**src/design/swm_pkg.sv**
```systemverilog
package swm_pkg;

   // Default configuration of the filter
   localparam int WINDOW_MAX_DEF   = 64;
   localparam int SAMPLE_WIDTH_DEF = 16;
   localparam int WINDOW_SIZE_RST  = 3;

   // Per-cycle control broadcast to every cell of the chain
   typedef struct packed {
      logic advance;   // an item is taken this cycle, shift the chain
      logic clear;     // end of stream, drop every held sample
   } cell_ctrl_type;

endpackage

```
**src/design/swm_req_if.sv**
```systemverilog
interface swm_req_if #(
   parameter int SAMPLE_WIDTH = swm_pkg::SAMPLE_WIDTH_DEF
);
   logic                           valid;
   logic                           ready;
   logic signed [SAMPLE_WIDTH-1:0] sample;
   logic                           last_sample;

   modport source (output valid, output sample, output last_sample, input ready);
   modport sink   (input valid, input sample, input last_sample, output ready);
endinterface

```
**src/design/swm_rsp_if.sv**
```systemverilog
interface swm_rsp_if #(
   parameter int SAMPLE_WIDTH = swm_pkg::SAMPLE_WIDTH_DEF
);
   logic                           valid;
   logic                           ready;
   logic signed [SAMPLE_WIDTH-1:0] window_max;

   modport source (output valid, output window_max, input ready);
   modport sink   (input valid, input window_max, output ready);
endinterface

```
**src/design/swm_cell.sv**
```systemverilog
// One cell of the running-max chain: cell i holds the max of the newest i+1
// samples of the stream.
module swm_cell
   import swm_pkg::*;
#(
   parameter int SAMPLE_WIDTH = SAMPLE_WIDTH_DEF
) (
   input  logic                           clock,
   input  logic                           reset,
   input  cell_ctrl_type                  ctrl,
   input  logic signed [SAMPLE_WIDTH-1:0] sample,
   input  logic                           prev_valid,
   input  logic signed [SAMPLE_WIDTH-1:0] prev_max,
   output logic                           valid,
   output logic signed [SAMPLE_WIDTH-1:0] max_value,
   output logic signed [SAMPLE_WIDTH-1:0] next_max
);

   logic                           valid_ff;
   logic                           valid_in;
   logic signed [SAMPLE_WIDTH-1:0] max_ff;

   always_comb begin
      if (prev_valid && (prev_max > sample)) begin
         next_max = prev_max;
      end else begin
         next_max = sample;
      end
      valid_in = valid_ff;
      if (ctrl.advance) begin
         valid_in = prev_valid;
      end
      if (ctrl.clear) begin
         valid_in = 1'b0;
      end
   end

   always_ff @(posedge clock) begin
      if (reset) begin
         valid_ff <= 1'b0;
      end else begin
         valid_ff <= valid_in;
      end
   end

   always_ff @(posedge clock) begin
      if (ctrl.advance) begin
         max_ff <= next_max;
      end
   end

   assign valid     = valid_ff;
   assign max_value = max_ff;

endmodule

```
**src/design/sliding_window_maximum_top.sv**
```systemverilog
// Sliding-window maximum: the result is registered; rsp valid rises in the cycle after item accept.
// Throughput 1 item per cycle while the rsp side takes results; every cell
// of the chain does one compare per cycle and the result mux reads one cell.
// Reset (synchronous, active high) empties the chain, clears the sample
// count and span, sets window_size to 3. No clearing pass: ready after reset.
module sliding_window_maximum_top
   import swm_pkg::*;
#(
   parameter int WINDOW_MAX   = WINDOW_MAX_DEF,
   parameter int SAMPLE_WIDTH = SAMPLE_WIDTH_DEF,
   localparam int CNT_W       = $clog2(WINDOW_MAX + 1),
   localparam int IDX_W       = $clog2(WINDOW_MAX)
) (
   input  logic             clock,
   input  logic             reset,
   swm_req_if.sink          req,
   swm_rsp_if.source        rsp,
   input  logic             csr_we,
   input  logic [CNT_W-1:0] csr_wdata
);

   // The chain keeps, in cell i, the max of the newest i+1 samples of the
   // current stream. A new sample s makes cell i take max(s, old cell i-1),
   // so after the step cell j-1 holds the max over the last j samples.
   // The window start only ever moves forward: a shrink drops old samples
   // for good, and a later grow does not bring them back. The span tracks
   // that, span = min(span + 1, k) per item, and the result reads cell
   // span-1, which is the front of the monotonic queue when a result is due.

   logic [CNT_W-1:0] window_ff;
   logic [CNT_W-1:0] window_in;
   logic [CNT_W-1:0] seen_ff;
   logic [CNT_W-1:0] seen_in;
   logic [CNT_W-1:0] seen_next;
   logic [CNT_W-1:0] span_ff;
   logic [CNT_W-1:0] span_in;
   logic [CNT_W-1:0] span_next;
   logic [CNT_W-1:0] k_eff;
   logic [IDX_W-1:0] sel;
   logic             accept;
   logic             emit;
   cell_ctrl_type    ctrl;

   logic                           rsp_valid_ff;
   logic                           rsp_valid_in;
   logic signed [SAMPLE_WIDTH-1:0] rsp_data_ff;

   logic                           cell_valid [WINDOW_MAX];
   logic signed [SAMPLE_WIDTH-1:0] cell_max   [WINDOW_MAX];
   logic signed [SAMPLE_WIDTH-1:0] cell_next  [WINDOW_MAX];

   // Input is taken whenever the output register is empty or draining.
   assign req.ready = !rsp_valid_ff || rsp.ready;
   assign accept    = req.valid && req.ready;

   assign ctrl.advance = accept;
   assign ctrl.clear   = accept && req.last_sample;

   // Window size: zero acts as 1, anything above the chain length saturates.
   always_comb begin
      if (window_ff == '0) begin
         k_eff = CNT_W'(1);
      end else if (window_ff > CNT_W'(WINDOW_MAX)) begin
         k_eff = CNT_W'(WINDOW_MAX);
      end else begin
         k_eff = window_ff;
      end
   end

   // Sample count stops rising at the current window size; a size raised
   // mid-stream waits for the count to climb again.
   always_comb begin
      seen_next = seen_ff;
      if (seen_ff < k_eff) begin
         seen_next = seen_ff + CNT_W'(1);
      end
      emit = (seen_next >= k_eff);

      // Span of samples still inside the window, capped by the current size
      if (span_ff < k_eff) begin
         span_next = span_ff + CNT_W'(1);
      end else begin
         span_next = k_eff;
      end
      sel = IDX_W'(span_next - CNT_W'(1));

      seen_in = seen_ff;
      span_in = span_ff;
      if (accept) begin
         seen_in = req.last_sample ? '0 : seen_next;
         span_in = req.last_sample ? '0 : span_next;
      end

      window_in = window_ff;
      if (csr_we) begin
         window_in = csr_wdata;
      end

      rsp_valid_in = rsp_valid_ff;
      if (accept) begin
         rsp_valid_in = emit;
      end else if (rsp.ready) begin
         rsp_valid_in = 1'b0;
      end
   end

   always_ff @(posedge clock) begin
      if (reset) begin
         window_ff    <= CNT_W'(WINDOW_SIZE_RST);
         seen_ff      <= '0;
         span_ff      <= '0;
         rsp_valid_ff <= 1'b0;
      end else begin
         window_ff    <= window_in;
         seen_ff      <= seen_in;
         span_ff      <= span_in;
         rsp_valid_ff <= rsp_valid_in;
      end
   end

   // Result register: the post-step value of the cell at the window span.
   always_ff @(posedge clock) begin
      if (accept && emit) begin
         rsp_data_ff <= cell_next[sel];
      end
   end

   assign rsp.valid      = rsp_valid_ff;
   assign rsp.window_max = rsp_data_ff;

   // Cell 0 always restarts from the new sample alone.
   for (genvar i = 0; i < WINDOW_MAX; i++) begin : g_cell
      if (i == 0) begin : g_head
         swm_cell #(
            .SAMPLE_WIDTH (SAMPLE_WIDTH)
         ) u_cell (
            .clock      (clock),
            .reset      (reset),
            .ctrl       (ctrl),
            .sample     (req.sample),
            .prev_valid (1'b1),
            .prev_max   (req.sample),
            .valid      (cell_valid[i]),
            .max_value  (cell_max[i]),
            .next_max   (cell_next[i])
         );
      end else begin : g_body
         swm_cell #(
            .SAMPLE_WIDTH (SAMPLE_WIDTH)
         ) u_cell (
            .clock      (clock),
            .reset      (reset),
            .ctrl       (ctrl),
            .sample     (req.sample),
            .prev_valid (cell_valid[i-1]),
            .prev_max   (cell_max[i-1]),
            .valid      (cell_valid[i]),
            .max_value  (cell_max[i]),
            .next_max   (cell_next[i])
         );
      end
   end

endmodule
```
**src/flat_wrapper.sv**
```systemverilog
// flat-port wrapper written by rule: the top's interface ports become plain ports
module sliding_window_maximum_top_flat import swm_pkg::*;
#(
   parameter int WINDOW_MAX   = WINDOW_MAX_DEF,
   parameter int SAMPLE_WIDTH = SAMPLE_WIDTH_DEF,
   localparam int CNT_W       = $clog2(WINDOW_MAX + 1),
   localparam int IDX_W       = $clog2(WINDOW_MAX)
)
  (clock, reset, csr_we, csr_wdata, req_valid, req_sample, req_last_sample, req_ready, rsp_valid, rsp_window_max, rsp_ready);
  swm_req_if #(.SAMPLE_WIDTH(SAMPLE_WIDTH)) req_i ();
  swm_rsp_if #(.SAMPLE_WIDTH(SAMPLE_WIDTH)) rsp_i ();
  input  logic clock;
  input  logic reset;
  input  logic csr_we;
  input  logic [CNT_W-1:0] csr_wdata;
  input wire logic [$bits(req_i.valid)-1:0] req_valid;
  input wire logic [$bits(req_i.sample)-1:0] req_sample;
  input wire logic [$bits(req_i.last_sample)-1:0] req_last_sample;
  output wire logic [$bits(req_i.ready)-1:0] req_ready;
  output wire logic [$bits(rsp_i.valid)-1:0] rsp_valid;
  output wire logic [$bits(rsp_i.window_max)-1:0] rsp_window_max;
  input wire logic [$bits(rsp_i.ready)-1:0] rsp_ready;
  assign req_i.valid = req_valid;
  assign req_i.sample = req_sample;
  assign req_i.last_sample = req_last_sample;
  assign req_ready = req_i.ready;
  assign rsp_valid = rsp_i.valid;
  assign rsp_window_max = rsp_i.window_max;
  assign rsp_i.ready = rsp_ready;
  sliding_window_maximum_top #(.WINDOW_MAX(WINDOW_MAX), .SAMPLE_WIDTH(SAMPLE_WIDTH)) u_core (.clock(clock), .reset(reset), .req(req_i), .rsp(rsp_i), .csr_we(csr_we), .csr_wdata(csr_wdata));
endmodule
```
**config.mk**
```make
export PLATFORM = sky130hd
export DESIGN_NAME = sliding_window_maximum_top_flat
export DESIGN_NICKNAME = d
export VERILOG_FILES = /design/src/design/swm_pkg.sv /design/src/design/swm_req_if.sv /design/src/design/swm_rsp_if.sv /design/src/design/swm_cell.sv /design/src/design/sliding_window_maximum_top.sv /design/src/flat_wrapper.sv
export SDC_FILE = /design/constraint.sdc
export NUM_CORES = 2
export LEC_CHECK = 0
export ABC_AREA = 1
export CORE_MARGIN = 2
export CORE_UTILIZATION = 40
export CTS_BUF_LIST = sky130_fd_sc_hd__clkbuf_4 sky130_fd_sc_hd__clkbuf_8
export DETAILED_ROUTE_END_ITERATION = 7
export DONT_BUFFER_PORTS = 1
export MAX_ROUTING_LAYER = met4
export PLACE_DENSITY = 0.59
export SETUP_SLACK_MARGIN = 0.5
export SYNTH_ARGS = -nofsm -noshare
export SYNTH_HDL_FRONTEND = slang
export SYNTH_SLANG_ARGS = --single-unit
```
**constraint.sdc**
```tcl
create_clock -name clock -period 67.2 [get_ports clock]
set_clock_uncertainty 0.1 [all_clocks]
set_input_delay 6.72 -clock clock [delete_from_list [all_inputs] [get_ports clock]]
set_output_delay 6.72 -clock clock [all_outputs]
set_load 0.1 [all_outputs]
```
Yosys cells after proc, flatten, opt, wreduce, memory -nomap -nowiden
Cells that the tools add are included.
{"block": "word_totals", "register_bits": 1109, "elab_cells": 348, "input_bits": 29, "out_inout_bits": 18}
{"block": "op_classes", "reduce_logical": 71, "mux": 74, "addsub": 3, "bitwise_logic": 1, "order_cmp": 68}
{"cell": "$mux W16", "n": 65}
{"cell": "$gt A16 B16 Y1", "n": 63}
{"cell": "$bmux W16 S6", "n": 1}
{"cell": "$logic_and A1 B1 Y1", "n": 66}
{"cell": "$mux W7", "n": 6}
{"cell": "$add A7 B1 Y7 const B", "n": 2}
{"cell": "$lt A7 B7 Y1", "n": 2}
{"cell": "$ge A7 B7 Y1", "n": 1}
{"cell": "$ge A7 B7 Y1 const B", "n": 1}
{"cell": "$gt A7 B7 Y1 const B", "n": 1}
{"cell": "$logic_not A7 Y1", "n": 1}
{"cell": "$not A6 Y7", "n": 1}
{"cell": "$sub A6 B1 Y6 const B", "n": 1}
{"cell": "$mux W1", "n": 2}
{"cell": "$reduce_bool A2 Y1", "n": 1}
{"cell": "$reduce_or A2 Y1", "n": 1}
{"cell": "$logic_not A1 Y1", "n": 1}
{"cell": "$logic_or A1 B1 Y1", "n": 1}

Logic depth before layout (Yosys ltp)
{"block": "logic_depth", "depth_word": 10, "depth_mapped": 29, "mapped_depth_nobuf": 22}

By module
Synthesis repeated with hierarchy kept, for this count alone.
{"block": "hier_totals", "hier_cells": 12983, "hier_area_um2": 94566.9}
{"mod": "swm_cell (u_core.g_cell[0].g_head.u_cell ...)", "instances": 47, "cells_per_inst": 148, "seq_area_each_um2": 500.5, "area_per_inst_um2": 1218.7}
{"mod": "swm_cell (u_core.g_cell[52].g_body.u_cell ...)", "instances": 17, "cells_per_inst": 147, "seq_area_each_um2": 500.5, "area_per_inst_um2": 1246.2}
{"mod": "sliding_window_maximum_top", "instances": 1, "cells_per_inst": 3528, "seq_area_each_um2": 920.9, "area_per_inst_um2": 16104.2}

Least setup slack after synthesis
OpenSTA, ideal clock, no wires.
{"block": "synth_timing", "path_type": "input to register", "start": "input rsp_ready", "end": "register u_core.g_cell[0].g_head.u_cell.max_ff[0], enable pin", "arrival_time_ps": 35120, "slack_ps": 30213, "n_path_buf": 1, "path_stages": 5, "t_required_ps": 65333, "setup_ps": 1767, "path_cell_list": "inv_1 -> nand2_1 -> nand2_1 -> inv_1 -> clkbuf_1"}
{"block": "synth_via", "elab_chain_cells": 2}
{"element": "from (decl)", "line_no": "flat_wrapper.sv:22", "source": "input wire logic [$bits(rsp_i.ready)-1:0] rsp_ready;"}
{"element": "$logic_or A1 B1 Y1", "line_no": "sliding_window_maximum_top.sv:53", "source": "assign req.ready = !rsp_valid_ff || rsp.ready;"}
{"element": "net req_ready", "line_no": "flat_wrapper.sv:19", "source": "output wire logic [$bits(req_i.ready)-1:0] req_ready;"}
{"element": "$logic_and A1 B1 Y1", "line_no": "sliding_window_maximum_top.sv:54", "source": "assign accept = req.valid && req.ready;"}
{"element": "net u_core.accept", "line_no": "sliding_window_maximum_top.sv:40", "source": "logic accept;"}
{"element": "to (signal assigned)", "line_no": "swm_cell.sv:48", "source": "max_ff <= next_max;"}
{"element": "to (decl)", "line_no": "swm_cell.sv:21", "source": "logic signed [SAMPLE_WIDTH-1:0] max_ff;"}
The timed path passes the listed nets, and every way through them passes these cells.
A chain may end at the register's enable or synchronous reset.

Worst setup path after layout
{"block": "layout_timing", "start": "input rsp_ready", "end": "output req_ready"}
{"block": "layout_via", "elab_chain_cells": 1}
{"element": "$logic_or A1 B1 Y1", "line_no": "sliding_window_maximum_top.sv:53"}
{"element": "to (decl)", "line_no": "flat_wrapper.sv:19"}
No other way between the ends.

==> results.sh <==
export IMPL_portBuffers=0
export IMPL_grt_pass1_wl_um=460000
export IMPL_synth_ff_type="edfxtp_1"
export IMPL_ys_ff_latch=1109
export IMPL_synth_top_family_by_area="simple AND/OR/NAND/NOR gates"
export IMPL_hold_viol_final=0
export IMPL_synth_top_area_cell="edfxtp_1"
export IMPL_vias_per_cell=5.87
export IMPL_synthCells=11100
export IMPL_grt_overflow=0
export IMPL_place_area_um2=87200
export IMPL_cts_tree="yes"
export IMPL_postCtsHoldBufs=0
export IMPL_cts_setup_buffers=0
export IMPL_area_growth_pct=7.48
export IMPL_p_per_area_nw_per_um2=24.7
export IMPL_start_util=0.402
export IMPL_end_kind="output pin"
export IMPL_fp_dieW_um=466
export IMPL_fillers=20800
export IMPL_drt_total_wl_um=308000
export IMPL_max_stage_delay_ns=0.74
export IMPL_io_pins=47
export IMPL_nNetsFinal=11900
export IMPL_grt_usage=0.284
export IMPL_clock_fmax_ghz=0.0699
export IMPL_first_pass_iters=8
export IMPL_synthAdderAreaFrac=0.151
export IMPL_antenna_found_initial=3
export IMPL_netSwitchingFraction=0.390
export IMPL_gp_congestion=0.971
export IMPL_max_slew_margin=0.108
export IMPL_slowest_stage="nand2_1"
export IMPL_maxCapViolCount=0
export IMPL_internal_power_w=0.00138
export IMPL_multi_input_area_um2=48000
export IMPL_clockBufferDepth=3
export IMPL_timing_hold_ws_ns=0.379
export IMPL_cts_resized=0
export IMPL_clk_latency_ns=1.02
export IMPL_synthXorXnorAreaFrac=0.00154
export IMPL_fin_tns_setup_ns=0
export IMPL_peakVddDrop_mv=0.0425
export IMPL_p_sw_w=0.000883
export IMPL_dieArea_um2=217000
export IMPL_synthArstFlopShare=0
export IMPL_synth_compound_area_frac=0.0473
export IMPL_crit_required_ns=60.38
export IMPL_synth_edf_count=1024
export IMPL_start_kind="primary input"
export IMPL_arrival_ns=7.49
export IMPL_grt_pass1_vias=76500
export IMPL_grt_util_met2=0.434
export IMPL_busiest_layer="met2"
export IMPL_p_leak_nw=42.4
export IMPL_gr_usage_met3=0.0433
export IMPL_numCtsBuffers=210
export IMPL_detail_route_antenna_nets=0
export IMPL_wl_per_cell_um=22.2
export IMPL_stdcell_count=13900
export IMPL_synth_seq_area_share=0.381
export IMPL_hp_class="reg2reg"
export IMPL_rows=169
export IMPL_cp_num_buf_inv=1
export IMPL_numClockSinks=1109
export IMPL_synth_area_leaders="edfxtp_1 (36%), nand3_1 (18%), ha_1 (15%), nand2_1 (15%), a21oi_1 (2.7%)"
export IMPL_path_delay_family="simple AND/OR/NAND/NOR gates"
export IMPL_crit_fanout=3
export IMPL_critPathKind="in2out"
export IMPL_clk_pin_slew_ns=0.06
export IMPL_syn_area_um2=85300
export IMPL_layout_min_cycle_time_ns=14.31
export IMPL_drv_slew=0
export IMPL_drc=4
export IMPL_tightest_slew_ns=1.33
export IMPL_seqPwrFrac=0.373
export IMPL_violations="DRC"
export IMPL_setup_viol=0
export IMPL_grt_max_degree=174
export IMPL_clock_root_buffer="clkbuf_8"
export IMPL_ys_warnings_count=0
export IMPL_fp_dieH_um=466
export IMPL_final_area_um2=91700
export IMPL_power_frac_comb=0.310
export IMPL_power_w=0.00226
export IMPL_drive_above_1_share=0.0477
export IMPL_grt_use_met1=0.374
export IMPL_crit_chain="inv_1 > nand2_1"
export IMPL_syn_nets=12100
export IMPL_status="complete, but fails checks"
export IMPL_synth_top_area_share=0.361
export IMPL_pwr_share_clk=0.317
export IMPL_muxShareOfSynthArea=0.000132
export IMPL_post_route_period_util=0.213
export IMPL_core_um2=212000
export IMPL_drtIter0Drc=9200
export IMPL_synth_simple_area_share=0.361
export IMPL_cts_max_level=4
export IMPL_synth_distinct_cells=43
export IMPL_regArea_um2=32500
export IMPL_grt_setup_unrepaired="false"
export IMPL_routed_via_count=81300
export IMPL_syn_avg_cell_area_um2=7.69
export IMPL_dp_cells=13500
export IMPL_place_hpwl_um=203000
[worst paths after layout]
check	startpoint	end	slack [ns]	depth (start not counted)
setup / recovery	rsp_ready	req_ready	52.89	2
hold / removal	u_core.g_cell[10].g_body.u_cell.valid	u_core.g_cell[11].g_body.u_cell.valid	0.38	2
setup reg to reg	u_core.window_ff[2]	u_core.rsp.window_max[7]	59.84	20
hold reg to reg	u_core.g_cell[10].g_body.u_cell.valid	u_core.g_cell[11].g_body.u_cell.valid	0.38	2
[cell families after synthesis]
family | Yosys count
flops | 1109
simple gates | 7021
buf+inv | 1176
fa+ha+maj | 1030
xor+xnor | 12
mux | 1
compound gates | 738
[layout by cell type (no fill, tap or decap), types with 3 or more instances in the layout]
cell,count
nand4_1,253
nand2_2,5
inv_6,6
xor2_1,7
buf_4,108
clkinv_1,36
nand2_1,3401
clkbuf_4,89
a21boi_0,16
o21bai_1,40
buf_12,5
bufinv_16,3
xnor2_1,3
clkinv_2,21
ha_1,1029
inv_2,4
a21boi_1,6
nor3_1,7
inv_4,15
dfxtp_1,85
inv_8,5
a21o_1,7
a31oi_2,3
o21ai_0,126
o21a_1,14
nand3_1,3005
clkbuf_8,237
edfxtp_1,1024
inv_1,596
a31oi_1,46
clkinvlp_4,4
o211ai_1,11
nor2_1,334
diode_2,6
a21oi_1,462
nand2_4,5
[flip-flops by register name, indices dropped and copies added, names as in the netlist]
name and count:
u_core.g_cell.g_body.u_cell.max_value 992, u_core.g_cell.g_head.u_cell.valid 1, u_core.seen_ff 7, u_core.window_ff 7, u_core.span_ff 7, u_core.rsp.valid 1, u_core.g_cell.g_body.u_cell.valid 62, u_core.rsp.window_max 16
u_core.g_cell.g_head.u_cell.max_value 16
[power groups by stage]
stage,registers [W],logic (W),clock network (W)
after detailed placement,0.000857,0.000683,0
after global routing,0.000847,0.000760,0.000754
final,0.000844,0.000701,0.000717
after CTS,0.000843,0.000685,0.000727
after global placement,0.000856,0.000669,0
after floorplan,0.000891,0.000460,0
[synth_stat cells (2+ instances only)]
master	instances
o21ai_4	2
nand4_1	253
a31oi_1	49
inv_2	4
buf_2	100
nor2_1	334
nand2_1	3406
xnor2_1	3
o21bai_1	40
nor2_2	2
clkinv_1	2
nor3_1	7
buf_1	124
nand3_1	3005
a21boi_1	6
a21oi_1	462
dfxtp_1	85
inv_1	612
o21ai_2	2
clkbuf_1	281
a21boi_0	16
a21o_1	7
xor2_1	7
o21ai_0	126
nand3_2	2
nand3b_1	2
o21a_1	14
buf_6	52
ha_1	1030
o211ai_1	11
edfxtp_1	1024
nand2_2	6
[per-layer routing]
layer,vias up,part of all wire
met5,-,0
met4,0,0.044
met3,705,0.089
met2,3845,0.44
met1,38300,0.42
li1,38500,-
[metrics by stage]
step / util / setup slack (ns)
after floorplan: - / 30.21
after global placement: 0.411 / 52.90
after detailed placement: 0.411 / 52.89
after CTS: 0.432 / 52.89
after global routing: 0.432 / 52.87
final: 0.432 / 52.89
[worst min-delay path: stages (launching register included)]
cell	delay [ns]
dfxtp_1	0.32
nand2_1	0.06
a21oi_1	0.05
[area by class of cell]
| type | instances | share of cell area |
|---|---|---|
| timing repair buffer | 113 | 0.00994 |
| tap | 2821 | 0.0385 |
| clock buffer | 326 | 0.0429 |
| antenna | 6 | 0.000164 |
| multi-input combinational | 8802 | 0.523 |
| clock inverter | 73 | 0.00505 |
| sequential | 1109 | 0.354 |
| inverter | 618 | 0.0259 |
Note: power is estimated with default switching activity, not from simulation.
